`src/scx_pkg.sv`:
```
`timescale 1ns / 1ps

package scx_pkg;

  localparam int unsigned MaxWidth = 2048;
  localparam int unsigned ColW     = $clog2(MaxWidth);
  localparam int unsigned CfgWW    = 12;
  localparam int unsigned CfgHW    = 16;
  localparam int unsigned PixW     = 8;
  localparam int unsigned PosW     = 27;
  localparam int unsigned DivCntW  = $clog2(PosW + 1);
  localparam int unsigned AddrW    = 3;
  localparam int unsigned DataW    = 32;

  localparam logic [CfgWW-1:0] WidthMin  = CfgWW'(3);
  localparam logic [CfgWW-1:0] WidthMax  = CfgWW'(MaxWidth);
  localparam logic [CfgHW-1:0] HeightMin = CfgHW'(3);
  localparam logic [CfgWW-1:0] WidthRst  = CfgWW'(640);
  localparam logic [CfgHW-1:0] HeightRst = CfgHW'(480);
  localparam logic [PosW-1:0]  TotalRst  = PosW'(640 * 480);

  typedef enum logic [0:0] {
    REG_WIDTH  = 1'b0,
    REG_HEIGHT = 1'b1
  } reg_idx_e;

  typedef enum logic [1:0] {
    ST_RUN = 2'b01,
    ST_DIV = 2'b10
  } pos_state_e;

  typedef struct packed {
    logic [CfgWW-1:0] width;
    logic [CfgHW-1:0] height;
    logic [PosW-1:0]  total;
    logic             update;
  } scx_geom_t;

  typedef struct packed {
    logic            emit;
    logic            interior;
    logic            frame_end;
    logic [ColW-1:0] col;
    logic [PixW-1:0] value;
  } scx_item_t;

endpackage

```
`src/scx_cfg.sv`:
```
`timescale 1ns / 1ps

module scx_cfg (
  input  logic                      clk_i,
  input  logic                      rst_ni,
  input  logic                      psel,
  input  logic                      penable,
  input  logic                      pwrite,
  input  logic [scx_pkg::AddrW-1:0] paddr,
  input  logic [scx_pkg::DataW-1:0] pwdata,
  output logic [scx_pkg::DataW-1:0] prdata,
  output logic                      pready,
  output scx_pkg::scx_geom_t        geom_o
);

  import scx_pkg::*;

  logic [CfgWW-1:0]       width_q;
  logic [CfgHW-1:0]       height_q;
  logic [PosW-1:0]        total_q;
  logic [PosW-1:0]        total_d;
  logic [CfgWW-1:0]       w_eff;
  logic [CfgHW-1:0]       h_eff;
  logic [CfgWW+CfgHW-1:0] prod;
  logic                   wr;
  reg_idx_e               idx;

  assign pready = 1'b1;
  assign wr     = psel && penable && pwrite;
  assign idx    = reg_idx_e'(paddr[2]);

  always_comb begin
    priority if (width_q < WidthMin) begin
      w_eff = WidthMin;
    end else if (width_q > WidthMax) begin
      w_eff = WidthMax;
    end else begin
      w_eff = width_q;
    end
  end

  assign h_eff   = (height_q < HeightMin) ? HeightMin : height_q;
  assign prod    = {{CfgHW{1'b0}}, w_eff} * {{CfgWW{1'b0}}, h_eff};
  assign total_d = prod[PosW-1:0];

  always_ff @(posedge clk_i or negedge rst_ni) begin
    if (!rst_ni) begin
      width_q  <= WidthRst;
      height_q <= HeightRst;
      total_q  <= TotalRst;
    end else begin
      total_q <= total_d;
      if (wr) begin
        unique case (idx)
          REG_WIDTH:  width_q  <= pwdata[CfgWW-1:0];
          REG_HEIGHT: height_q <= pwdata[CfgHW-1:0];
          default: ;
        endcase
      end
    end
  end

  always_comb begin
    unique case (idx)
      REG_WIDTH:  prdata = {{(DataW-CfgWW){1'b0}}, width_q};
      REG_HEIGHT: prdata = {{(DataW-CfgHW){1'b0}}, height_q};
      default:    prdata = '0;
    endcase
  end

  assign geom_o.width  = w_eff;
  assign geom_o.height = h_eff;
  assign geom_o.total  = total_q;
  assign geom_o.update = wr;

endmodule

```
`config.mk`:
```
export PLATFORM = sky130hd
export DESIGN_NAME = scx_cfg
export DESIGN_NICKNAME = d
export VERILOG_FILES = /design/src/scx_pkg.sv /design/src/scx_cfg.sv
export SDC_FILE = /design/constraint.sdc
export NUM_CORES = 1
export LEC_CHECK = 0
export BUFFER_PORTS_ARGS = -buffer_cell sky130_fd_sc_hd__buf_2
export CORE_UTILIZATION = 55
export CTS_CLUSTER_DIAMETER = 80
export DETAILED_ROUTE_END_ITERATION = 10
export PLACE_DENSITY = 0.78
export SYNTH_ARGS = -nofsm -noshare
export SYNTH_HDL_FRONTEND = slang
export SYNTH_SLANG_ARGS = --single-unit
```
`constraint.sdc`:
```
create_clock -name clk_i -period 8.7 [get_ports clk_i]
set_input_delay 0.87 -clock clk_i [delete_from_list [all_inputs] [get_ports clk_i]]
set_output_delay 0.87 -clock clk_i [all_outputs]
set_load 0.01 [all_outputs]
```
Word level (Yosys, flattened, before mapping)
Cells that the tools add are included.

Reduce and logical (&&, ||, !) cells: 4. Multiply operators: 1. Magnitude comparators: 3. Mux-type cells: 4. Bitwise gates (word level): 1.

Operator list (count): $pmux W32 S2 (1); $mul A12 B16 Y27 (1); $mux W12 (2); $lt A16 B2 Y1 const B (1); $mux W16 (1); $gt A12 B12 Y1 const B (1); $lt A12 B2 Y1 const B (1); $reduce_and A2 Y1 (2); $logic_and A1 B1 Y1 (2); $not A1 Y1 (1).

Bits of input ports: 40. Logic and storage cells: 16. Output and inout port bits: 89. Bits in registers: 55.

Depth between registers and ports, before layout
Gate-level depths: netlist of run 1.

Depth in word-level cells: 4. Gate-level depth with buffers: 23. Depth with buffers taken out: 22.

Worst setup path after synthesis of run 1
Ideal clock, no wire load.

Path type: flip-flop to flip-flop. Start: register width_q[2]. End: register total_q[24]. Cell stages (with the launch flop): 22. Arrival time: 5.962 ns. Path buffers: 1. Required time: 8.596 ns. Library setup time: 0.104 ns. Slack: 2.634 ns. Period minus slack after synthesis: 6.066 ns. Cell sequence: dfrtp_1 nor4_1 nand3_1 o31a_1 nor2b_1 buf_2 nand2_1 fa_1 inv_1 fa_1 fa_1 fa_1 inv_1 fa_1 inv_1 ha_1 a21oi_1 o21ai_1 a221oi_1 o21ai_0 or4_1 o311ai_1.

RTL lines: start: declaration (RTL line scx_cfg.sv:18) `logic [CfgWW-1:0] width_q;`; start signal: assignment (RTL line scx_cfg.sv:48) `width_q <= WidthRst;`; start signal: assignment (RTL line scx_cfg.sv:55) `REG_WIDTH: width_q <= pwdata[CfgWW-1:0];`; end signal: assignment (RTL line scx_cfg.sv:50) `total_q <= TotalRst;`; end signal: assignment (RTL line scx_cfg.sv:52) `total_q <= total_d;`; end: declaration (RTL line scx_cfg.sv:20) `logic [PosW-1:0] total_q;`.

Final worst setup path of run 1
Start: register width_q[2]. End: register total_q[24].

Word-level cells in the longest chain between the ends: 4. Elaborated cells on any way between the ends: 5. Those cells by class: mul: 1; order compare: 2; mux: 2.

Ends and longest elaborated chain: $gt A12 B12 Y1 (RTL line scx_cfg.sv:35) `end else if (width_q > WidthMax) begin`; $mux W12 (RTL line scx_cfg.sv:35); $mux W12 * (RTL line scx_cfg.sv:33) `priority if (width_q < WidthMin) begin`; $mul A12 B16 Y27 * (RTL line scx_cfg.sv:43) `assign prod = {{CfgHW{1'b0}}, w_eff} * {{CfgWW{1'b0}}, h_eff};`; named net prod[24] (RTL line scx_cfg.sv:24) `logic [CfgWW+CfgHW-1:0] prod;`.

The timed path passes the listed nets; every way through them passes the cells marked *. A chain may end at the register's enable or synchronous reset.

==> results.tsv, run 1 <==
stage	metric	value	unit
yosys	synthDistinctLibCells	53	
finish	n_antenna_cell	0	
sta	tns	0	ns
placed_design	pre_cts_ws	2.12	ns
finish	layout.nets	1222	
placed_design	dpl.hpwl	14000	um
grt	antenna_found_initial	0	
detailed_routing	via_count	6313	
detailed_routing	drcViolationCount	0	
finish	final_cells	1165	
yosys	synth_area_per_cell	9.15	um^2
clock_network	cts_sinks	55	
yosys	yosys_warnings	0	
yosys	ys_ff_latch	55	
clock_network	h-tree-depth	2	
clock_network	postCtsSetupRepairBufs	0	
yosys	synthXorXnorAreaFrac	0.0197	
finish	mostFrequentLayoutCell	inv_1	
grt	use_met1	0.310	
sta	period_share	0.761	
sta	final.setup.worst_slack	2.08	ns
die	die_width	126	um
grt	grt_busiest_layer	met2	
clock_network	clock_path_buffers	2	
grt	met2_usage	0.450	
detailed_routing	viasPerCell	5.42	
yosys	synthCells	923	
detailed_routing	drt_iter0_markers	421	
die	ios	129	
setup_path	crit_path_end_kind	register	
grt	grt_pass1_vias	6556	
finish	final_cell_mix	inv_1 (202), fa_1 (139), nand2_1 (138)	
yosys	synth_compound_area_frac	0.0612	
setup_path	worstSetupStartpointType	register	
die	start_util	0.572	
yosys	syn-cell-area	8440	um^2
min_path	hp-class	reg2reg	
yosys	synth_top_family_by_area	adder cells	
placed_design	port_buffers	93	
yosys	yosysTopAreaCell	fa_1	
status	status	complete, no violations	
flow_run	maxCapViolCount	0	
grt	overflow	0	
clock_network	cts_tree	built	
clock_network	cts-root-buf	clkbuf_16	
setup_path	critPathKind	reg2reg	
yosys	ys.flop_type	dfrtp_1	
die	core_area	14800	um^2
yosys	synth_fa_ha_area_frac	0.423	
clock_network	cts_resized	0	
sta	setup_viol	0	
clock_network	cts_buffers	5	
detailed_routing	drt_pre_antenna_iters	5	
sta	hold_violations	0	
grt	grt_pass1_wl	31500	um
sta	fin_skew	0.00950	ns
sta	fmax	0.151	GHz
sta	tightest_slew	0.737	ns
yosys	yosys.area.top_type_share	0.330	
clock_network	clk_latency	0.32	ns
yosys	synth_edf_count	0	
placed_design	globalplace.congestion	0.839	
detailed_routing	routed_wirelength	18500	um
setup_path	worstPathArrival	6.83	ns
grt	met3_usage	0.0353	
yosys	synthTopCellsByArea	fa_1 (33%), dfrtp_1 (13%), ha_1 (9.3%)	
sta	slew_headroom	0.508	
die	num_rows	44	
yosys	synthMuxAreaShare	0.0507	
sta	slew_viol_final	0	
finish	drive_above_1_share	0.170	
grt	grt_start_max_net_pins	56	
setup_path	critPathRequiredTime	8.91	ns
yosys	synthSimpleGateAreaFrac	0.151	
placed_design	dp_cells	1157	
finish	syn_to_final_growth	7.99	%
detailed_routing	final_antenna_net_count	0	
clock_network	ctsHoldBuffers	0	
die	die_y	126	um
sta	whs	0.546	ns
clock_network	clk_pin_slew	0.08	ns
grt	grt_usage	0.252	
yosys	ys_seq_area_frac	0.164	
yosys	synthArstFlopShare	1.00	
sta	rsz0062_at_grt	false	
sta	fin_crit	6.62	ns
detailed_routing	routedWlPerCell	15.9	um
setup_path	cp_max_fo	17	
die	dieArea	15900	um^2
==> sequential cells by signal (all words and copies together), names as in the netlist <==
signal	flops
height_q	16
total_q	27
width_q	12
==> per-stage QoR <==
step                      cell area, um^2  utilization
final                                9120        0.618
after global routing                 9120        0.618
after CTS                            9120        0.618
after detailed placement             8950        0.606
after global placement               8950        0.606
after floorplan                      8500            -
==> routing by layer <==
metal,vias up,share of wire
met2,202,0.51
met5,-,0
met3,37,0.053
met1,3224,0.41
li1,2850,-
met4,0,0.028
==> area by class of cell <==
cell class                      instances  area (um^2)
Sequential cell                        55         1390
Fill cell                            1254         5640
Inverter                              202          758
Timing Repair Buffer                  104          548
Multi-Input combinational cell        612         6020
Tap cell                              184          230
Clock buffer                            5          125
Clock inverter                          3         46.3
==> cell families after synthesis <==
kind of cell | Yosys count
AOI/OAI and AO/OA | 72
xor gates and xnor gates | 19
adders and majority gates | 202
buffers and inverters | 271
DFF | 55
muxes | 38
other | 2
and+or+nand+nor | 264
==> cell usage after synthesis, drive strengths merged, types with 2 or more instances <==
cell and number:
inv 202, fa 139, nand2 138, and2 71, ha 63, clkbuf 45
dfrtp 45, mux2 38, buf 24, a21oi 21, o21ai 20, nor2 16
xnor2 14, dfstp 10, nor2b 9, nor3 6, a211oi 5, nand2b 5
nor4 5, o21a 5, xor2 5, a21o 3, and3 3, nand3 3
nand3b 3, a2111o 2, a32oi 2, and4 2, conb 2, o211ai 2
o311ai 2, o31a 2
==> worst max-delay path, cell delays in order (launching register included) <==
cell and delay [ns]:
dfrtp_1 0.42, nor4_1 0.38, nand3_1 0.20, o31a_1 0.33
nor2b_1 0.13, buf_4 0.25, nand2_1 0.12, fa_1 0.56
inv_1 0.05, fa_1 0.46, fa_1 0.52, fa_1 0.56
inv_1 0.06, fa_1 0.52, inv_1 0.04, ha_1 0.35
a21oi_1 0.16, o21ai_1 0.14, a221oi_1 0.52, o21ai_0 0.22
or4_1 0.42, o311ai_1 0.11
==> worst paths after layout <==
| kind | startpoint | to | slack [ns] | cells past startpoint |
|---|---|---|---|---|
| setup / recovery | width_q[2] | total_q[24] | 2.08 | 21 |
| hold / removal | width_q[1] | width_q[1] | 0.55 | 1 |
| setup reg to reg | width_q[2] | total_q[24] | 2.08 | 21 |
| hold reg to reg | width_q[1] | width_q[1] | 0.55 | 1 |
| max in group asynchronous | rst_ni | width_q[10] | 7.51 | 2 |
| min in group asynchronous | rst_ni | total_q[20] | 0.68 | 2 |
Power of run 1 is not shown: default switching activity piles up to over one toggle a cycle in this logic, so the estimate is an artifact.
==> inputs of run 2 (changes only) <==
--- a/config.mk
+++ b/config.mk
@@ -5,11 +5,12 @@
 export SDC_FILE = /design/constraint.sdc
 export NUM_CORES = 1
 export LEC_CHECK = 0
+export ABC_AREA = 1
 export BUFFER_PORTS_ARGS = -buffer_cell sky130_fd_sc_hd__buf_2
 export CORE_UTILIZATION = 55
 export CTS_CLUSTER_DIAMETER = 80
 export DETAILED_ROUTE_END_ITERATION = 10
-export PLACE_DENSITY = 0.78
+export PLACE_DENSITY = 0.77
 export SYNTH_ARGS = -nofsm -noshare
 export SYNTH_HDL_FRONTEND = slang
 export SYNTH_SLANG_ARGS = --single-unit
==> constraint.sdc (replaced) <==
create_clock -name clk_i -period 6.3 [get_ports clk_i]
set_input_delay 0.63 -clock clk_i [delete_from_list [all_inputs] [get_ports clk_i]]
set_output_delay 0.63 -clock clk_i [all_outputs]
set_load 0.01 [all_outputs]
==> results.tsv, run 2 <==
stage	metric	value	unit	change
status	status	complete, no violations		unchanged
setup_path	r2r_end	total_q[25]		was total_q[24]
grt	met2_usage	0.507		was 0.450
sta	tightest_slew	0.927	ns	was 0.737 ns
grt	grt_pass1_vias	7673		was 6,556
finish	mostFrequentLayoutCell	nand2_1		was inv_1
setup_path	worstPathArrival	6.03	ns	was 6.83 ns
pwr	ir_worst_vdd	467	uV	
yosys	ys_ff_latch	55		unchanged
grt	grt_busiest_layer	met2		unchanged
pwr	combPwrFrac	0.823		
setup_path	critPathSlowestCell	dfstp_2		was fa_1
sta	slew_headroom	0.381		was 0.508
setup_path	reg2reg_from	height_q[5]		was width_q[2]
grt	grt_start_max_net_pins	56		unchanged
detailed_routing	drcViolationCount	0		unchanged
yosys	synthDistinctLibCells	30		was 53
finish	layout.nets	1496		was 1,222
yosys	synthTopCellsByArea	fa_1 (32%), nand2_1 (13%), inv_1 (13%)		was fa_1 (33%), dfrtp_1 (13%), ha_1 (9.3%)
yosys	yosysMostFrequentCell	nand2_1		was inv_1
pwr	switching_share	0.565		
detailed_routing	via_count	7506		was 6,313
detailed_routing	routed_wirelength	23200	um	was 18,500 um
grt	use_met1	0.402		was 0.310
setup_path	worstSetupStartpointType	register		unchanged
grt	overflow	0		unchanged
pwr	p_int	2.12	mW	
die	die_y	129	um	was 126 um
finish	fillers	1429		was 1,254
die	ios	129		unchanged
sta	setup_viol	0		unchanged
detailed_routing	drt_pre_antenna_iters	5		unchanged
clock_network	cts_tree	built		unchanged
grt	grt_usage	0.309		was 0.252
pwr	p_sw	2.76	mW	
finish	top_register	total_q		unchanged
grt	met3_usage	0.0707		was 0.0353
finish	syn_to_final_growth	8.85	%	was 7.99%
yosys	yosys_warnings	0		unchanged
setup_path	crit_path_end_kind	register		unchanged
clock_network	clk_pin_slew	0.08	ns	about the same
grt	grt_pass1_wl	38700	um	was 31,500 um
pwr	seqPwrFrac	0.118		
die	dieArea	16500	um^2	was 15,900 um^2
yosys	yosys-top-cells-count	nand2_1 (313), inv_1 (305), fa_1 (139), nor2_1 (95), ha_1 (63)		was inv_1 (202), fa_1 (139), nand2_1 (138), and2_1 (70), ha_1 (63)
finish	final_cell_mix	nand2_1 (313), inv_1 (305), fa_1 (139)		was inv_1 (202), fa_1 (139), nand2_1 (138)
finish	multi_input_comb_area	5950	um^2	was 6020 um^2
clock_network	h-tree-depth	2		unchanged
sta	fin_skew	0.00910	ns	was 0.00950 ns
detailed_routing	final_antenna_net_count	0		unchanged
yosys	yosysTopAreaCell	fa_1		unchanged
placed_design	dpl_cell_area	9440	um^2	was 8950 um^2
pwr	pwr-share-clk	0.059		
sta	tns	0	ns	unchanged
setup_path	rr_worst_depth	22		was 21
finish	n_antenna_cell	0		unchanged
clock_network	cts_buffers	5		unchanged
setup_path	critPathRequiredTime	6.49	ns	was 8.91 ns
setup_path	cp_cell_sequence	inv_1 -> nand4_1 -> nor2_1 -> a21oi_2 -> inv_2 -> nand2_1 -> fa_1 -> fa_1 -> inv_1 -> fa_1 -> fa_1 -> inv_1 -> fa_1 -> inv_1 -> ha_1 -> nand2_1 -> nor2_1 -> nand2_1 -> nor2_1 -> nand2_1 -> nand4_1 -> nand2_1		was nor4_1 -> nand3_1 -> o31a_1 -> nor2b_1 -> buf_4 -> nand2_1 -> fa_1 -> inv_1 -> fa_1 -> fa_1 -> fa_1 -> inv_1 -> fa_1 -> inv_1 -> ha_1 -> a21oi_1 -> o21ai_1 -> a221oi_1 -> o21ai_0 -> or4_1 -> o311ai_1
finish	register_area	1390	um^2	unchanged
setup_path	critPathKind	reg2reg		unchanged
detailed_routing	routedWlPerCell	15.8	um	was 15.9 um
clock_network	ctsHoldBuffers	0		unchanged
die	die_width	129	um	was 126 um
sta	period_share	0.928		was 0.761
clock_network	cts_resized	0		unchanged
flow_run	maxCapViolCount	0		unchanged
clock_network	cts-root-buf	clkbuf_16		unchanged
placed_design	dpl.hpwl	18900	um	was 14,000 um
detailed_routing	drt_iter0_markers	600		was 421
pwr	power.total	4.88	mW	
pwr	p_leak	5.66	nW	
placed_design	port_buffers	93		unchanged
detailed_routing	viasPerCell	5.12		was 5.42
placed_design	globalplace.congestion	0.937		was 0.839
finish	largest_reg_flops	27		unchanged
clock_network	cts_sinks	55		unchanged
min_path	hp-class	in2async		was reg2reg
sta	rsz0062_at_grt	false		unchanged
finish	final_cell_area	9590	um^2	was 9120 um^2
pwr	p_per_area	509	nW/um^2	
yosys	syn-cell-area	8810	um^2	was 8440 um^2
sta	fmax	0.171	GHz	was 0.151 GHz
clock_network	clock_path_buffers	2		unchanged
yosys	yosys.area.top_type_share	0.316		was 0.330
setup_path	r2r_slack	0.45	ns	was 2.08 ns
finish	top_regs	total_q (27), height_q (16), width_q (12)		unchanged
yosys	synth_area_per_cell	7.48	um^2	was 9.15 um^2
setup_path	cp_max_fo	12		was 17
sta	hold_violations	0		unchanged
placed_design	dp_cells	1458		was 1,157
finish	drive_above_1_share	0.124		was 0.170
yosys	synthArstFlopShare	1.00		unchanged
grt	antenna_found_initial	0		unchanged
yosys	ys_seq_area_frac	0.158		was 0.164
clock_network	clk_latency	0.31	ns	was 0.32 ns
yosys	synthCells	1177		was 923
finish	final_cells	1466		was 1,165
setup_path	slowest_delay	0.71	ns	was 0.56 ns
yosys	synth_edf_count	0		unchanged
sta	fin_crit	5.85	ns	was 6.62 ns
yosys	ys.flop_type	dfrtp_1		unchanged
sta	slew_viol_final	0		unchanged
die	num_rows	45		was 44
clock_network	postCtsSetupRepairBufs	0		unchanged
setup_path	startpoint	height_q[5]		was width_q[2]
die	core_area	15400	um^2	was 14,800 um^2
setup_path	crit_end	total_q[25]		was total_q[24]
die	start_util	0.571		was 0.572
-- run 2: cell count changes in the layout (fill, tap and decap cells not counted), sizes merged, moves of 8 or more --
cell and delta:
nand4 +10, nand3 +20, and2 -68, inv +110, xnor2 -8, nand2 +181
nor2b -9, o21ai +19, buf +15, nor2 +80, mux2 -38
-- run 2: worst max-delay path, delay by kind of cell, from the launching register on --
family                   cells  cell delay (ns)
AND/OR/NAND/NOR             10             1.17
buffers and inverters        5             0.52
AO/OA/AOI/OAI                1             0.39
flip-flops                   1             0.71
adder cells (fa/ha/maj)      6             2.92
-- run 2: logic make-up (layout without fill, tap and decap cells) --
kind of cell	Yosys count	in the layout	synth area share
adder cells (fa/ha/maj)	202	202	0.406
flip-flops	55	55	0.158
other	2	17	0.000853
AND/OR/NAND/NOR	456	456	0.205
AO/OA/AOI/OAI	68	68	0.0432
buffers and inverters	379	442	0.173
XOR/XNOR	15	15	0.0149
-- run 2: cell type report --
| cell class | instances | area share |
|---|---|---|
| Clock buffer | 6 | 0.0134 |
| Inverter | 315 | 0.123 |
| Clock inverter | 2 | 0.00131 |
| Timing Repair Buffer | 119 | 0.0689 |
| Sequential cell | 55 | 0.145 |
| Tap cell | 211 | 0.0275 |
| Multi-Input combinational cell | 758 | 0.621 |
-- run 2: metrics by stage --
| stage | worst slack (ns) | utilization | hold WS [ns] |
|---|---|---|---|
| after floorplan | 1.14 | - | 0.334 |
| after global placement | 0.579 | 0.612 | 0.466 |
| after detailed placement | 0.560 | 0.612 | 0.473 |
| after CTS | 0.518 | 0.621 | 0.467 |
| after global routing | 0.0954 | 0.621 | 0.517 |
| final | 0.454 | 0.621 | 0.449 |
-- run 2: routing by layer --
| metal | vias up | wire [um] | share of wire |
|---|---|---|---|
| li1 | 3485 | - | - |
| met4 | 0 | 761 | 0.033 |
| met3 | 62 | 2240 | 0.097 |
| met5 | - | 0 | 0 |
| met1 | 3570 | 9400 | 0.41 |
| met2 | 389 | 10800 | 0.46 |
-- run 2: worst min path at each step --
stage,startpoint,to,depth (start not counted)
after global placement,width_q[2],width_q[2],2
after detailed placement,width_q[2],width_q[2],2
after floorplan,rst_ni,height_q[0],0
after global routing,rst_ni,total_q[5],2
after CTS,rst_ni,total_q[6],2
final,rst_ni,total_q[2],2
-- run 2: power groups by stage --
stage | logic (mW) | registers, mW | clock network [mW]
2_1_floorplan | 2.83 | 0.621 | 0
3_3_place_gp | 3.91 | 0.579 | 0
3_5_place_dp | 3.93 | 0.580 | 0
4_1_cts | 4.03 | 0.576 | 0.291
5_1_grt | 4.61 | 0.589 | 0.303
6_report | 4.01 | 0.577 | 0.286
Note: power is estimated with default switching activity, not from simulation.
