[src/scx_pkg.sv]
`timescale 1ns / 1ps

package scx_pkg;

  localparam int unsigned MaxWidth = 2048;
  localparam int unsigned ColW     = $clog2(MaxWidth);
  localparam int unsigned CfgWW    = 12;
  localparam int unsigned CfgHW    = 16;
  localparam int unsigned PixW     = 8;
  localparam int unsigned PosW     = 27;
  localparam int unsigned DivCntW  = $clog2(PosW + 1);
  localparam int unsigned AddrW    = 3;
  localparam int unsigned DataW    = 32;

  localparam logic [CfgWW-1:0] WidthMin  = CfgWW'(3);
  localparam logic [CfgWW-1:0] WidthMax  = CfgWW'(MaxWidth);
  localparam logic [CfgHW-1:0] HeightMin = CfgHW'(3);
  localparam logic [CfgWW-1:0] WidthRst  = CfgWW'(640);
  localparam logic [CfgHW-1:0] HeightRst = CfgHW'(480);
  localparam logic [PosW-1:0]  TotalRst  = PosW'(640 * 480);

  typedef enum logic [0:0] {
    REG_WIDTH  = 1'b0,
    REG_HEIGHT = 1'b1
  } reg_idx_e;

  typedef enum logic [1:0] {
    ST_RUN = 2'b01,
    ST_DIV = 2'b10
  } pos_state_e;

  typedef struct packed {
    logic [CfgWW-1:0] width;
    logic [CfgHW-1:0] height;
    logic [PosW-1:0]  total;
    logic             update;
  } scx_geom_t;

  typedef struct packed {
    logic            emit;
    logic            interior;
    logic            frame_end;
    logic [ColW-1:0] col;
    logic [PixW-1:0] value;
  } scx_item_t;

endpackage

[src/scx_if.sv]
`timescale 1ns / 1ps

interface scx_in_if;
  logic       valid;
  logic       ready;
  logic [7:0] pixel_in;
  logic       pad;

  modport source (output valid, output pixel_in, output pad, input ready);
  modport sink (input valid, input pixel_in, input pad, output ready);
endinterface


[src/scx_pos.sv]
`timescale 1ns / 1ps

module scx_pos (
  input  logic               clk_i,
  input  logic               rst_ni,
  input  scx_pkg::scx_geom_t geom_i,
  scx_in_if.sink             px_in_i,
  input  logic               take_i,
  output logic               fire_o,
  output scx_pkg::scx_item_t item_o
);

  import scx_pkg::*;

  pos_state_e        st_q, st_d;
  logic [ColW-1:0]   in_col_q, in_col_d;
  logic [CfgHW-1:0]  in_row_q, in_row_d;
  logic [PosW-1:0]   out_pos_q, out_pos_d;
  logic [ColW-1:0]   out_col_q, out_col_d;
  logic [CfgHW-1:0]  out_row_q, out_row_d;
  logic [DivCntW-1:0] cnt_q, cnt_d;
  logic [ColW-1:0]   rem_q, rem_d;
  logic [PosW-1:0]   quo_q, quo_d;

  logic              acc, tail, ignore, emit, col_wrap, fend, interior;
  logic [CfgWW-1:0]  in_col_nx, out_col_nx;
  logic [CfgHW:0]    out_row_nx;
  logic [PosW:0]     out_pos_nx;
  logic [CfgWW-1:0]  sh;
  logic              ge;
  logic [CfgWW-1:0]  sh_sub;
  logic [ColW-1:0]   step_rem;
  logic [PosW-1:0]   step_quo;
  logic [CfgHW-1:0]  step_row;

  assign px_in_i.ready = (st_q == ST_RUN) && take_i;
  assign acc    = px_in_i.valid && px_in_i.ready;
  assign tail   = in_row_q >= geom_i.height;
  assign ignore = px_in_i.pad && !tail;
  assign fire_o = acc && !ignore;

  assign emit = tail || (in_row_q >= CfgHW'(2)) ||
                ((in_row_q == CfgHW'(1)) && (in_col_q != '0));

  assign in_col_nx  = CfgWW'(in_col_q) + CfgWW'(1);
  assign col_wrap   = in_col_nx >= geom_i.width;
  assign out_pos_nx = {1'b0, out_pos_q} + (PosW+1)'(1);
  assign fend       = out_pos_nx >= {1'b0, geom_i.total};
  assign out_col_nx = CfgWW'(out_col_q) + CfgWW'(1);
  assign out_row_nx = {1'b0, out_row_q} + (CfgHW+1)'(1);
  assign interior   = (out_row_q != '0) && (out_row_nx < {1'b0, geom_i.height}) &&
                      (out_col_q != '0) && (out_col_nx < geom_i.width);

  assign item_o.emit      = emit;
  assign item_o.interior  = interior;
  assign item_o.frame_end = emit && fend;
  assign item_o.col       = in_col_q;
  assign item_o.value     = tail ? '0 : px_in_i.pixel_in;

  // restoring divide of the output position by the row width
  assign sh       = {rem_q, quo_q[PosW-1]};
  assign ge       = sh >= geom_i.width;
  assign sh_sub   = sh - geom_i.width;
  assign step_rem = ge ? sh_sub[ColW-1:0] : sh[ColW-1:0];
  assign step_quo = {quo_q[PosW-2:0], ge};
  assign step_row = (|step_quo[PosW-1:CfgHW]) ? '1 : step_quo[CfgHW-1:0];

  always_comb begin
    st_d      = st_q;
    in_col_d  = in_col_q;
    in_row_d  = in_row_q;
    out_pos_d = out_pos_q;
    out_col_d = out_col_q;
    out_row_d = out_row_q;
    cnt_d     = cnt_q;
    rem_d     = rem_q;
    quo_d     = quo_q;
    unique case (st_q)
      ST_RUN: begin
        if (fire_o) begin
          if (col_wrap) begin
            in_col_d = '0;
            if (!tail) begin
              in_row_d = in_row_q + CfgHW'(1);
            end
          end else begin
            in_col_d = in_col_nx[ColW-1:0];
          end
          if (emit) begin
            if (fend) begin
              in_col_d  = '0;
              in_row_d  = '0;
              out_pos_d = '0;
              out_col_d = '0;
              out_row_d = '0;
            end else begin
              out_pos_d = out_pos_nx[PosW-1:0];
              if (out_col_nx >= geom_i.width) begin
                out_col_d = '0;
                if (out_row_q != '1) begin
                  out_row_d = out_row_nx[CfgHW-1:0];
                end
              end else begin
                out_col_d = out_col_nx[ColW-1:0];
              end
            end
          end
        end
      end
      ST_DIV: begin
        rem_d = step_rem;
        quo_d = step_quo;
        cnt_d = cnt_q - DivCntW'(1);
        if (cnt_q == DivCntW'(1)) begin
          out_col_d = step_rem;
          out_row_d = step_row;
          st_d      = ST_RUN;
        end
      end
      default: st_d = ST_RUN;
    endcase
    if (geom_i.update) begin
      st_d  = ST_DIV;
      cnt_d = DivCntW'(PosW);
      rem_d = '0;
      quo_d = out_pos_q;
    end
  end

  always_ff @(posedge clk_i or negedge rst_ni) begin
    if (!rst_ni) begin
      st_q      <= ST_RUN;
      in_col_q  <= '0;
      in_row_q  <= '0;
      out_pos_q <= '0;
      out_col_q <= '0;
      out_row_q <= '0;
      cnt_q     <= '0;
    end else begin
      st_q      <= st_d;
      in_col_q  <= in_col_d;
      in_row_q  <= in_row_d;
      out_pos_q <= out_pos_d;
      out_col_q <= out_col_d;
      out_row_q <= out_row_d;
      cnt_q     <= cnt_d;
    end
  end

  always_ff @(posedge clk_i) begin
    rem_q <= rem_d;
    quo_q <= quo_d;
  end

  a_col_in_row: assert property (@(posedge clk_i) disable iff (!rst_ni)
    (st_q == ST_RUN) |-> (CfgWW'(out_col_q) < geom_i.width))
    else $error("output column beyond row width");

  a_frame_restart: assert property (@(posedge clk_i) disable iff (!rst_ni)
    (fire_o && item_o.frame_end && !geom_i.update) |=>
      (out_pos_q == '0 && in_row_q == '0 && in_col_q == '0))
    else $error("counters not cleared after frame end");

endmodule

[src/flat_wrapper.sv]
// flat-port wrapper written by rule: the top's interface ports become plain ports
module scx_pos_flat import scx_pkg::*;
  (clk_i, rst_ni, geom_i, take_i, fire_o, item_o, px_in_i_valid, px_in_i_pixel_in, px_in_i_pad, px_in_i_ready);
  scx_in_if px_in_i_i ();
  input  logic clk_i;
  input  logic rst_ni;
  input  scx_pkg::scx_geom_t geom_i;
  input  logic take_i;
  output logic fire_o;
  output scx_pkg::scx_item_t item_o;
  input wire logic [$bits(px_in_i_i.valid)-1:0] px_in_i_valid;
  input wire logic [$bits(px_in_i_i.pixel_in)-1:0] px_in_i_pixel_in;
  input wire logic [$bits(px_in_i_i.pad)-1:0] px_in_i_pad;
  output wire logic [$bits(px_in_i_i.ready)-1:0] px_in_i_ready;
  assign px_in_i_i.valid = px_in_i_valid;
  assign px_in_i_i.pixel_in = px_in_i_pixel_in;
  assign px_in_i_i.pad = px_in_i_pad;
  assign px_in_i_ready = px_in_i_i.ready;
  scx_pos u_core (.clk_i(clk_i), .rst_ni(rst_ni), .geom_i(geom_i), .px_in_i(px_in_i_i), .take_i(take_i), .fire_o(fire_o), .item_o(item_o));
endmodule
[config.mk]
export PLATFORM = sky130hd
export DESIGN_NAME = scx_pos_flat
export DESIGN_NICKNAME = d
export VERILOG_FILES = /design/src/scx_pkg.sv /design/src/scx_if.sv /design/src/scx_pos.sv /design/src/flat_wrapper.sv
export SDC_FILE = /design/constraint.sdc
export NUM_CORES = 1
export LEC_CHECK = 0
export BUFFER_PORTS_ARGS = -buffer_cell sky130_fd_sc_hd__buf_2
export CORE_MARGIN = 2
export CORE_UTILIZATION = 60
export CTS_BUF_LIST = sky130_fd_sc_hd__clkbuf_16
export CTS_CLUSTER_DIAMETER = 30
export CTS_CLUSTER_SIZE = 40
export DETAILED_ROUTE_END_ITERATION = 8
export PLACE_DENSITY = 0.8
export SYNTH_ARGS = -nofsm -noshare
export SYNTH_HDL_FRONTEND = slang
export SYNTH_SLANG_ARGS = --single-unit
[constraint.sdc]
create_clock -name clk_i -period 9.1 [get_ports clk_i]
set_clock_uncertainty 0.1 [all_clocks]
set_input_delay 0.91 -clock clk_i [delete_from_list [all_inputs] [get_ports clk_i]]
set_output_delay 0.91 -clock clk_i [all_outputs]
set_load 0.01 [all_outputs]
-- Yosys cells after proc, flatten, opt, wreduce, memory -nomap -nowiden
Index checks and enable logic that the tools add are counted.
- register bits: 126
- logic and storage cells: 91
- output and inout port bits: 24
- input bits: 69
- reductions and logical operators: 24
- add/sub/neg operators: 7
- order comparisons: 8
- equality and inequality tests: 12
- muxes and demuxes: 31
- operator list (kind ; count):
    16-bit two-way mux ; 11
    11-bit two-way mux ; 9
    27-bit two-way mux ; 3
    12-bit >= comparator ; 3
    16-bit one-hot mux with 2 select lines ; 1
    27-bit by 1-bit adder with 28-bit output, second input constant ; 1
    28-bit by 27-bit >= comparator with 1-bit output ; 1
    11-bit by 1-bit adder with 12-bit output, second input constant ; 2
    11-bit one-hot mux with 2 select lines ; 1
    11-bit nonzero test ; 2
    16-bit by 1-bit adder with 17-bit output, second input constant ; 1
    17-bit by 16-bit < comparator with 1-bit output ; 1
    16-bit by 1-bit adder with 16-bit output, second input constant ; 1
    16-bit by 1-bit == test with 1-bit output, second input constant ; 1
    16-bit >= comparator ; 1
    16-bit by 2-bit >= comparator with 1-bit output, second input constant ; 1
    16-bit != test, second input constant ; 1
    16-bit nonzero test ; 1
    12-bit < comparator ; 1
    11-bit OR reduction ; 1
    11-bit subtractor ; 1
    5-bit two-way mux ; 2
    1-bit logical AND ; 9
    3-bit by 2-bit != test with 1-bit output, second input constant ; 3
    16 further kinds ; 23

-- Longest topological paths before layout
Gate-level depths: netlist of the first run.
- depth after elaboration: 7
- depth in mapped cells: 18
- depth with buffers taken out: 16

-- Least setup slack after synthesis of the first run
OpenSTA, ideal clock, no wires.
- path type: register to output
- start point: reg u_core.out_pos_q[0]
- end point: out item_o[19] in the netlist's numbering
- arrival: 3853 ps
- data required time: 8090 ps
- cell stages (with the launch flop): 17
- path buffers: 2
- slack: 4237 ps
- cells stage by stage: dfrtp_1 ha_1 nand2_1 or3_1 nor4_2 nand2_1 nor2_1 xor2_1 ha_1 nand3_1 o221ai_1 a31o_2 a31o_4 a21oi_2 clkbuf_1 clkbuf_1 nor2_1
- RTL lines (element ; RTL line ; source):
    from (decl) ; scx_pos.sv:18 ; logic [PosW-1:0] out_pos_q, out_pos_d;
    from (signal assigned) ; scx_pos.sv:143 ; out_pos_q <= out_pos_d;
    to (decl) ; flat_wrapper.sv:10 ; output scx_pkg::scx_item_t item_o;

==> results of run 1 <==
==> where the power goes <==
group          total (mW)  switching, mW  leakage (nW)  internal (mW)
combinational       0.365          0.209          3.47          0.155
sequential          0.688         0.0573          1.47          0.631
clock               0.663          0.262         0.276          0.401
==> cells in the mapped netlist (5+ instances only) <==
cell type and number:
and3_1 17, a211o_1 5, o221ai_1 6, o22ai_1 14, or3_1 9, o21a_1 6
inv_1 100, a21o_1 15, nor4_1 15, ha_1 106, o2111ai_1 11, buf_2 7
o211ai_1 6, nand3_1 65, nor3_1 20, and2_1 13, o2bb2ai_1 13, and4_1 6
nor2b_1 11, a32oi_1 19, nor2_1 78, nand2_1 119, clkbuf_1 41, a21oi_1 67
a211oi_1 10, o21ai_0 36, dfxtp_1 11, xor2_1 19, xnor2_1 50, dfrtp_1 87
nand2b_1 9, mux2_2 42, a31oi_1 7, nand4_1 28, edfxtp_1 27
==> final cells by class <==
cell class / count / area share, %
inverters: 100 / 3.35
clock buffers: 17 / 3.80
repair buffers: 102 / 4.80
multi-input cells: 876 / 55.4
well taps: 220 / 2.46
flip-flops and latches: 126 / 28.9
clock inverters: 15 / 1.32
==> kinds of logic after synthesis <==
| logic type | after synthesis |
|---|---|
| adder cells (fa/ha/maj) | 107 |
| XOR/XNOR | 69 |
| flip-flops | 126 |
| AND/OR/NAND/NOR | 411 |
| multiplexers | 46 |
| AO/OA/AOI/OAI | 243 |
| buffers and inverters | 152 |
==> sequential cells by signal, summed over array words and instances (netlist names) <==
name,cells
u_core.cnt_q,5
u_core.out_col_q,11
u_core.in_row_q,16
u_core.st_q,2
u_core.out_pos_q,27
u_core.out_row_q,16
u_core.quo_q,27
u_core.in_col_q,11
u_core.rem_q,11
==> through the flow <==
stage	utilization [%]	cells	area, µm²
after floorplan	-	1154	10000
after global placement	64.6	1424	10600
after detailed placement	64.6	1424	10600
after CTS	68.0	1456	11200
after global routing	68.0	1456	11200
final	68.0	1456	11200
==> critical path: cells and delay by family (launching register included) <==
| kind | cells | cell delay (ns) |
|---|---|---|
| simple gates | 7 | 1.82 |
| compound gates | 4 | 0.71 |
| flops | 1 | 0.45 |
| xor+xnor | 1 | 0.17 |
| buf+inv | 2 | 0.65 |
| fa+ha+maj | 2 | 0.56 |
==> routing by layer <==
metal  GRT usage [%]  vias up
met4            11.1        0
li1                -     4328
met3            4.83       60
met2            47.2      317
met5               0        -
met1            39.4     4289
==> path summary, 6_finish.rpt <==
check	slack (ns)	end	cells after the start	start
worst max-delay path	3.25	item_o[19]	16	u_core.out_pos_q[0]$_DFFE_PN0P_
worst min-delay path	0.29	u_core.in_col_q[6]$_DFFE_PN0P_	1	rst_ni
worst max register to register	3.79	u_core.in_row_q[13]$_DFFE_PN0P_	14	u_core.out_pos_q[0]$_DFFE_PN0P_
worst min register to register	0.37	u_core.rem_q[10]$_SDFFE_PP0P_	2	u_core.rem_q[10]$_SDFFE_PP0P_
max in group asynchronous	7.41	u_core.out_pos_q[15]$_DFFE_PN0P_	2	rst_ni
min in group clk_i	0.37	u_core.rem_q[10]$_SDFFE_PP0P_	2	u_core.rem_q[10]$_SDFFE_PP0P_
==> cell usage in the layout, fill, tap and decap left out, types with 11 or more instances in the layout <==
cell type	count
nor2_1	78
a32oi_1	19
xor2_1	19
a21oi_1	66
dfxtp_1	11
o22ai_1	14
nor3_1	20
o2111ai_1	11
clkbuf_16	17
nand3_1	65
mux2_2	42
buf_4	11
nand4_1	28
nand2_1	119
and2_1	13
a21o_1	15
nor4_1	15
dfrtp_1	87
inv_1	101
and3_1	17
edfxtp_1	27
xnor2_1	50
ha_1	106
o2bb2ai_1	13
o21ai_0	36
buf_2	91
==> flow_summary.toml, run 1 <==
[floorplanning]
die_x_um = 133
die_h_um = 133
floorplan.initialDensity_pct = 60.8
die-area_um2 = 17700
rows = 47
top_level_ports = 93
core-area_um2 = 16500

[cells_and_area]
drive_gt1_share_pct = 15.5
multi_input_area_um2 = 6210
regArea_um2 = 3230
diodes = 0
final_nets = 1399
syn_to_final_growth_pct = 12.0
fill_cells = 1335

[route]
wl_per_cell_um = 17.4
met2WireLength_um = 12000
ant_nets = 0
routed_wl_um = 25400
first_iter_violations = 891
vias = 8994
routed.top_layer = "met4"
vias_per_cell = 6.18
wl_met3_um = 1420
drc = 0
wl_met1_um = 11200
first_pass_iters = 6

[synthesis]
synth_top_area_cell = "dfrtp_1"
netlist_area_um2 = 10000
synth.mux.area_fraction_pct = 5.13
synth_xor_area_share_pct = 6.04
avgSynthCellArea_um2 = 8.67
async_reset_ff_share_pct = 69.8
synth.area.top_cells = "dfrtp_1 (22%), ha_1 (13%), edfxtp_1 (8.1%)"
synth-edff-count = 27
synth-simple-area-share_pct = 20.3
synth_top_area_share_pct = 21.8
synth-compound-area-share_pct = 16.8
synthAdderAreaFrac_pct = 13.5
yosysSeqAreaShare_pct = 32.3
ys.warnings.count = 0
synth.distinct_cells = 73
synthCells = 1154
synth_fp_nets = 1330
ys_seq_elements = 126
synth_top_flop_cell = "dfrtp_1"
synth_top_family_by_area = "simple AND/OR/NAND/NOR gates"

[timing]
tns_ns = 0
setup_viol = 0
finalHoldViolCount = 0
min_period_over_period_pct = 64.2
slew_headroom_pct = 16.8
fin_crit_ns = 5.85
fin_hold_ws_ns = 0.294
fin_ws_ns = 3.25
drv_slew = 0
max_freq_mhz = 171
tightest_slew_ns = 1.24
rsz0062_at_grt = "false"

[worst_setup_path]
crit_fanout = 49
worst_setup_path_end_kind = "output port"
crit_type = "reg -> out"
slowest_delay_ns = 0.72
crit_arrival_ns = 4.84
slowest_stage = "nor4_2"
worstPathRequired_ns = 8.09
cp-start-kind = "flip-flop"
path_cells = "ha_1, nand2_1, or3_1, nor4_2, nand2_1, nor2_1, xor2_1, ha_1, nand3_1, o221ai_1, a31o_2, a31o_4, a21oi_4, buf_4, nor2_1, buf_2"

[clocking]
postCtsSetupRepairBufs = 0
clk_pin_slew_worst_paths_ns = 0.06
htree_num_levels = 4
cts_max_path_buffers = 2
cts-root-buf = "clkbuf_16"
cts_sinks = 126
cts_made_buffers = 17
clk_latency_ns = 0.43
cts-hold-fix-buffers = 0
cts-resized-gates = 0
cts_tree = "built"

[placed_design]
place_ws_ns = 3.80
gp_congestion = 0.876
hpwl_um = 18200
portBuffers = 92

[global_route]
grt_pass1_vias = 8566
grt_max_degree = 63
grt-ovfl-total = 0
grt_usage_pct = 29.1
antenna_found_initial = 0
grt_pass1_wl_um = 41800

[power]
powerDensity_nw_per_um2 = 153
total_leakage_power_nw = 5.22
vdd_drop_max_mv = 0.142
finalPower_mw = 1.72

[run_status]
status = "finished clean"

[min_path]
hp-class = "in -> async"

[flow_run]
drv_cap = 0
No activity file was read; power rests on OpenSTA's default activity.
==> inputs of run 2 (changes only) <==
Clock period 9.1 ns to 6.1 ns, I/O delays scaled along.
==> run 2 against run 1 <==
Global-route usage grew 1.1 points. Worst hold slack lost 0.30 ns. Critical path depth is the same. The flow now finishes with violations (hold timing). Wire length grew 2.5%. Clock power grew 76%. First-iteration DRC count grew 14%. Cell count grew 0.14%. Count of clock-buffer cells in the layout is the same.
==> flow_summary.toml, run 2 (synthesis gave the netlist of run 1 again) <==
[route]
first_iter_violations = 1013
vias_per_cell = 6.23
drc = 0
routed_wl_um = 26000
vias = 9084
ant_nets = 0
wl_per_cell_um = 17.9
first_pass_iters = 6

[worst_setup_path]
worst_setup_path_end_kind = "output port"
cp-start-kind = "flip-flop"
worstPathRequired_ns = 5.39
crit_fanout = 21
crit_type = "reg -> out"
crit_arrival_ns = 4.33
ff2ff_path_depth = 17

[placed_design]
gp_congestion = 0.874
hpwl_um = 18500
portBuffers = 92
dpl_cell_area_um2 = 10600
place_ws_ns = 1.39

[timing]
fin_crit_ns = 5.04
max_freq_mhz = 199
drv_slew = 0
fin_ws_ns = 1.06
setup_viol = 0
rsz0062_at_grt = "false"
finalHoldViolCount = 3
slew_headroom_pct = 14.2
fin_hold_ws_ns = -0.00386
tns_ns = 0
min_period_over_period_pct = 82.6
tightest_slew_ns = 1.28

[cells_and_area]
diodes = 0
final_common_cell = "nand2_1"
reg.largest.list = "u_core.out_pos_q: 27 flops, u_core.quo_q: 27 flops"
final_area_um2 = 11300
drive_gt1_share_pct = 15.8
syn_to_final_growth_pct = 13.1
final_nets = 1401
layout_common_cells = "nand2_1 (119), ha_1 (106), inv_1 (101)"

[run_status]
status = "finished, violations left"
violations = "hold timing"

[power]
total_leakage_power_nw = 5.27
vdd_drop_max_mv = 0.216
powerDensity_nw_per_um2 = 243

[global_route]
grt_pass1_wl_um = 43500
grt_pass1_vias = 8770
grt-ovfl-total = 0
antenna_found_initial = 0
grt_usage_pct = 30.2
grt_max_degree = 63

[flow_run]
drv_cap = 0

[clocking]
htree_num_levels = 4
cts_made_buffers = 17
cts-resized-gates = 0
postCtsSetupRepairBufs = 0
clk_latency_ns = 0.43
cts-root-buf = "clkbuf_16"
cts_sinks = 126
cts_tree = "built"
clk_pin_slew_worst_paths_ns = 0.06
cts-hold-fix-buffers = 0
cts_max_path_buffers = 2

[floorplanning]
rows = 47
core-area_um2 = 16500
top_level_ports = 93
floorplan.initialDensity_pct = 60.8
die_x_um = 133
die-area_um2 = 17700
die_h_um = 133

[min_path]
hp-class = "in -> async"
run 2: changes by cell type in the layout (fill, tap and decap cells not counted), sizes merged:
cell,delta
inv,-1
bufinv,+4
clkinvlp,-1
buf,+2
clkinv,-2
run 2: worst paths after layout:
kind | startpoint | slack (ns) | end
setup / recovery | u_core.out_pos_q[0]$_DFFE_PN0P_ | 1.06 | item_o[19]
hold / removal | rst_ni | -0.004 | u_core.in_col_q[9]$_DFFE_PN0P_
setup reg to reg | u_core.out_pos_q[0]$_DFFE_PN0P_ | 1.26 | u_core.out_pos_q[16]$_DFFE_PN0P_
hold reg to reg | u_core.rem_q[10]$_SDFFE_PP0P_ | 0.36 | u_core.rem_q[10]$_SDFFE_PP0P_
max in group asynchronous | rst_ni | 4.70 | u_core.out_row_q[15]$_DFFE_PN0P_
min in group clk_i | u_core.rem_q[10]$_SDFFE_PP0P_ | 0.36 | u_core.rem_q[10]$_SDFFE_PP0P_
run 2: power breakdown:
group	total (mW)	switching, mW	internal, mW
Combinational	0.556	0.323	0.233
Sequential	1.03	0.0853	0.941
Clock	1.17	0.402	0.765
run 2: metal layers:
layer	vias to the layer above	routed length [µm]	GRT usage [%]	part of all wire [%]
met5	-	0	0	0
met4	0	709	11.3	2.7
met3	69	1850	5.21	7.1
met2	366	12400	49.1	48
met1	4317	11000	40.8	42
li1	4332	-	-	-
run 2: stage by stage:
step           utilization (%)  std cells  power (mW)
3_5_place_dp              64.7       1426        1.57
3_3_place_gp              64.7       1426        1.55
2_1_floorplan                -       1154        1.40
6_report                  68.7       1458        2.75
4_1_cts                   68.7       1458        2.74
5_1_grt                   68.7       1458        2.86
run 2: layout make-up:
type | count | area (µm²)
Inverter | 100 | 375
Clock inverter | 15 | 243
Tap cell | 220 | 275
Fill cell | 1302 | 5150
Clock buffer | 17 | 425
Sequential cell | 126 | 3230
Timing Repair Buffer | 104 | 553
Multi-Input combinational cell | 876 | 6210
run 2: worst max-delay path, cell delays in order (launching register included):
cell and delay (ns):
dfrtp_1 0.44, ha_1 0.29, nand2_1 0.12, or3_1 0.38, nor4_2 0.24, buf_4 0.20, nand2_1 0.10, nor2_1 0.21
xor2_1 0.19, ha_1 0.26, nand3_1 0.10, o221ai_1 0.11, a31o_2 0.27, a31o_4 0.23, a21oi_4 0.51, nor2_1 0.07
buf_2 0.16
==> inputs of run 3 (changes only) <==
Settings changed: CORE_UTILIZATION 60 to 55, PLACE_DENSITY 0.8 to 0.78.
Clock period 6.1 ns to 4.23 ns, I/O delays scaled along.
==> run 3 against run 2 <==
The run now ends clean. First-iteration DRC count fell by 20%. Critical path depth fell by 2. Cell area rose by 1.5%. Count of clock-buffer cells in the layout did not move. Register-to-register slack got worse by 1.1 ns. Largest power group is now sequential cells.
==> flow_summary.toml, run 3 (synthesis gave the netlist of run 1 again) <==
[run_status]
status = "finished clean"

[worst_setup_path]
cp-start-kind = "flip-flop"
critical_path.most_common_cell = "buf_4"
worst_setup_path_end_kind = "output port"
crit_type = "reg -> out"
ff2ff_path_depth = 17
worstPathRequired_ns = 3.71
crit_fanout = 6
path_cells = "buf_4, nand3_2, or3_4, nor3_4, buf_4, xor2_1, ha_1, a21oi_1, o21ai_0, a211oi_1, o21ai_1, a21oi_4, nor2_1, buf_2"
slowest_stage = "or3_4"
slowest_delay_ns = 0.44
crit_arrival_ns = 3.70

[cells_and_area]
reg.largest.list = "u_core.out_pos_q: 27 flops, u_core.quo_q: 27 flops"
diodes = 0
syn_to_final_growth_pct = 14.8
regArea_um2 = 3240
final_nets = 1424
layout_common_cells = "nand2_1 (118), ha_1 (105), inv_1 (103)"
multi_input_area_um2 = 6280
fill_cells = 1500
final_common_cell = "nand2_1"
drive_gt1_share_pct = 18.2

[floorplanning]
floorplan.initialDensity_pct = 55.9
die-area_um2 = 19300
top_level_ports = 93
rows = 49
die_x_um = 139
core-area_um2 = 17900
die_h_um = 139

[clocking]
clk_pin_slew_worst_paths_ns = 0.06
cts_sinks = 126
clk_latency_ns = 0.43
cts_max_path_buffers = 2
htree_num_levels = 4
cts_made_buffers = 17
cts-hold-fix-buffers = 0
cts-root-buf = "clkbuf_16"
cts_tree = "built"

[power]
total_leakage_power_nw = 5.36
p_int_mw = 2.56
pwr-share-comb_pct = 22.2
powerDensity_nw_per_um2 = 323
pwr-share-clk_pct = 37.9
p_sw_share_pct = 31.0
vdd_drop_max_mv = 0.327
finalPower_mw = 3.71
switching_power_mw = 1.15
seqPwrFrac_pct = 39.8

[placed_design]
portBuffers = 92
hpwl_um = 18700
gp_congestion = 0.868
place_ws_ns = 0.0913

[global_route]
grt_usage_pct = 26.7
grt-ovfl-total = 0
grt_max_degree = 64
grt_pass1_vias = 8482
antenna_found_initial = 0
grt_pass1_wl_um = 42300

[timing]
tightest_slew_ns = 0.991
finalHoldViolCount = 0
rsz0062_at_grt = "true"
fin_ws_ns = 0.00399
slew_headroom_pct = 33.9
drv_slew = 0
min_period_over_period_pct = 99.9
setup_viol = 0
fin_crit_ns = 4.23
max_freq_mhz = 237

[route]
first_iter_violations = 815
vias_per_cell = 6.19
routed_wl_um = 26400
vias = 9218
drc = 0
met2WireLength_um = 12800
wl_per_cell_um = 17.7
ant_nets = 0
first_pass_iters = 5
wl_met3_um = 1600
wl_met1_um = 11500
routed.top_layer = "met4"

[flow_run]
drv_cap = 0

[min_path]
hp-class = "in -> async"
run 3: worst max-delay path: cells and delay by family (launching register included):
kind | cells | cell delay, ns
AO/OA/AOI/OAI | 5 | 1.05
XOR/XNOR | 1 | 0.15
adder cells (fa/ha/maj) | 1 | 0.28
buffers and inverters | 3 | 0.52
flip-flops | 1 | 0.39
AND/OR/NAND/NOR | 4 | 0.90
run 3: routing by layer:
metal  up-vias  GRT usage (%)
li1       4375              -
met1      4398           36.6
met2       391           43.9
met3        54           3.59
met4         0           9.30
met5         -              0
run 3: worst paths after layout:
path | from | end | slack (ns)
min | rst_ni | u_core.in_col_q[9]$_DFFE_PN0P_ | 0.03
max reg2reg | u_core.out_pos_q[1]$_DFFE_PN0P_ | u_core.out_row_q[8]$_DFFE_PN0P_ | 0.14
max | u_core.out_pos_q[0]$_DFFE_PN0P_ | item_o[19] | 0.004
min in group clk_i | px_in_i_pad | u_core.in_col_q[2]$_DFFE_PN0P_ | 0.35
max in group asynchronous | rst_ni | u_core.st_q[0]$_DFFE_PN1P_ | 3.05
min reg2reg | u_core.rem_q[10]$_SDFFE_PP0P_ | u_core.rem_q[10]$_SDFFE_PP0P_ | 0.37
run 3: timing repair:
| action | CTS | global route |
|---|---|---|
| buffers inserted | 1 | 5 |
| resized for setup | 4 | 13 |
| hold endpoints to repair | 0 | 0 |
| endpoints found under the setup margin | 2 | 29 |
| gates cloned | 0 | 0 |
| pin swaps | 1 | 4 |
run 3: final cells by class:
type,count,area share (%)
tap,229,2.49
clock inverter,15,1.15
clock buffer,17,3.70
sequential,126,28.2
multi-input combinational,876,54.7
timing repair buffer,127,6.54
inverter,100,3.27
run 3: power by group through the flow:
stage	registers, mW	clock network [mW]	logic, mW
floorplan	1.45	0	0.566
global placement	1.49	0	0.766
detailed placement	1.49	0	0.792
CTS	1.47	1.41	0.807
global route	1.49	1.47	0.912
finish	1.48	1.41	0.825
run 3: per-stage QoR:
stage	util, %	hold WS (ns)	setup TNS, ns	cells	area, µm²
after floorplan	-	0.0274	0	1154	10000
after global placement	60.4	0.350	0	1452	10800
after detailed placement	60.4	0.357	0	1452	10800
after global routing	64.2	0.0985	-0.139	1490	11500
final	64.2	0.0278	0	1490	11500
after CTS	63.6	0.0526	0	1485	11400
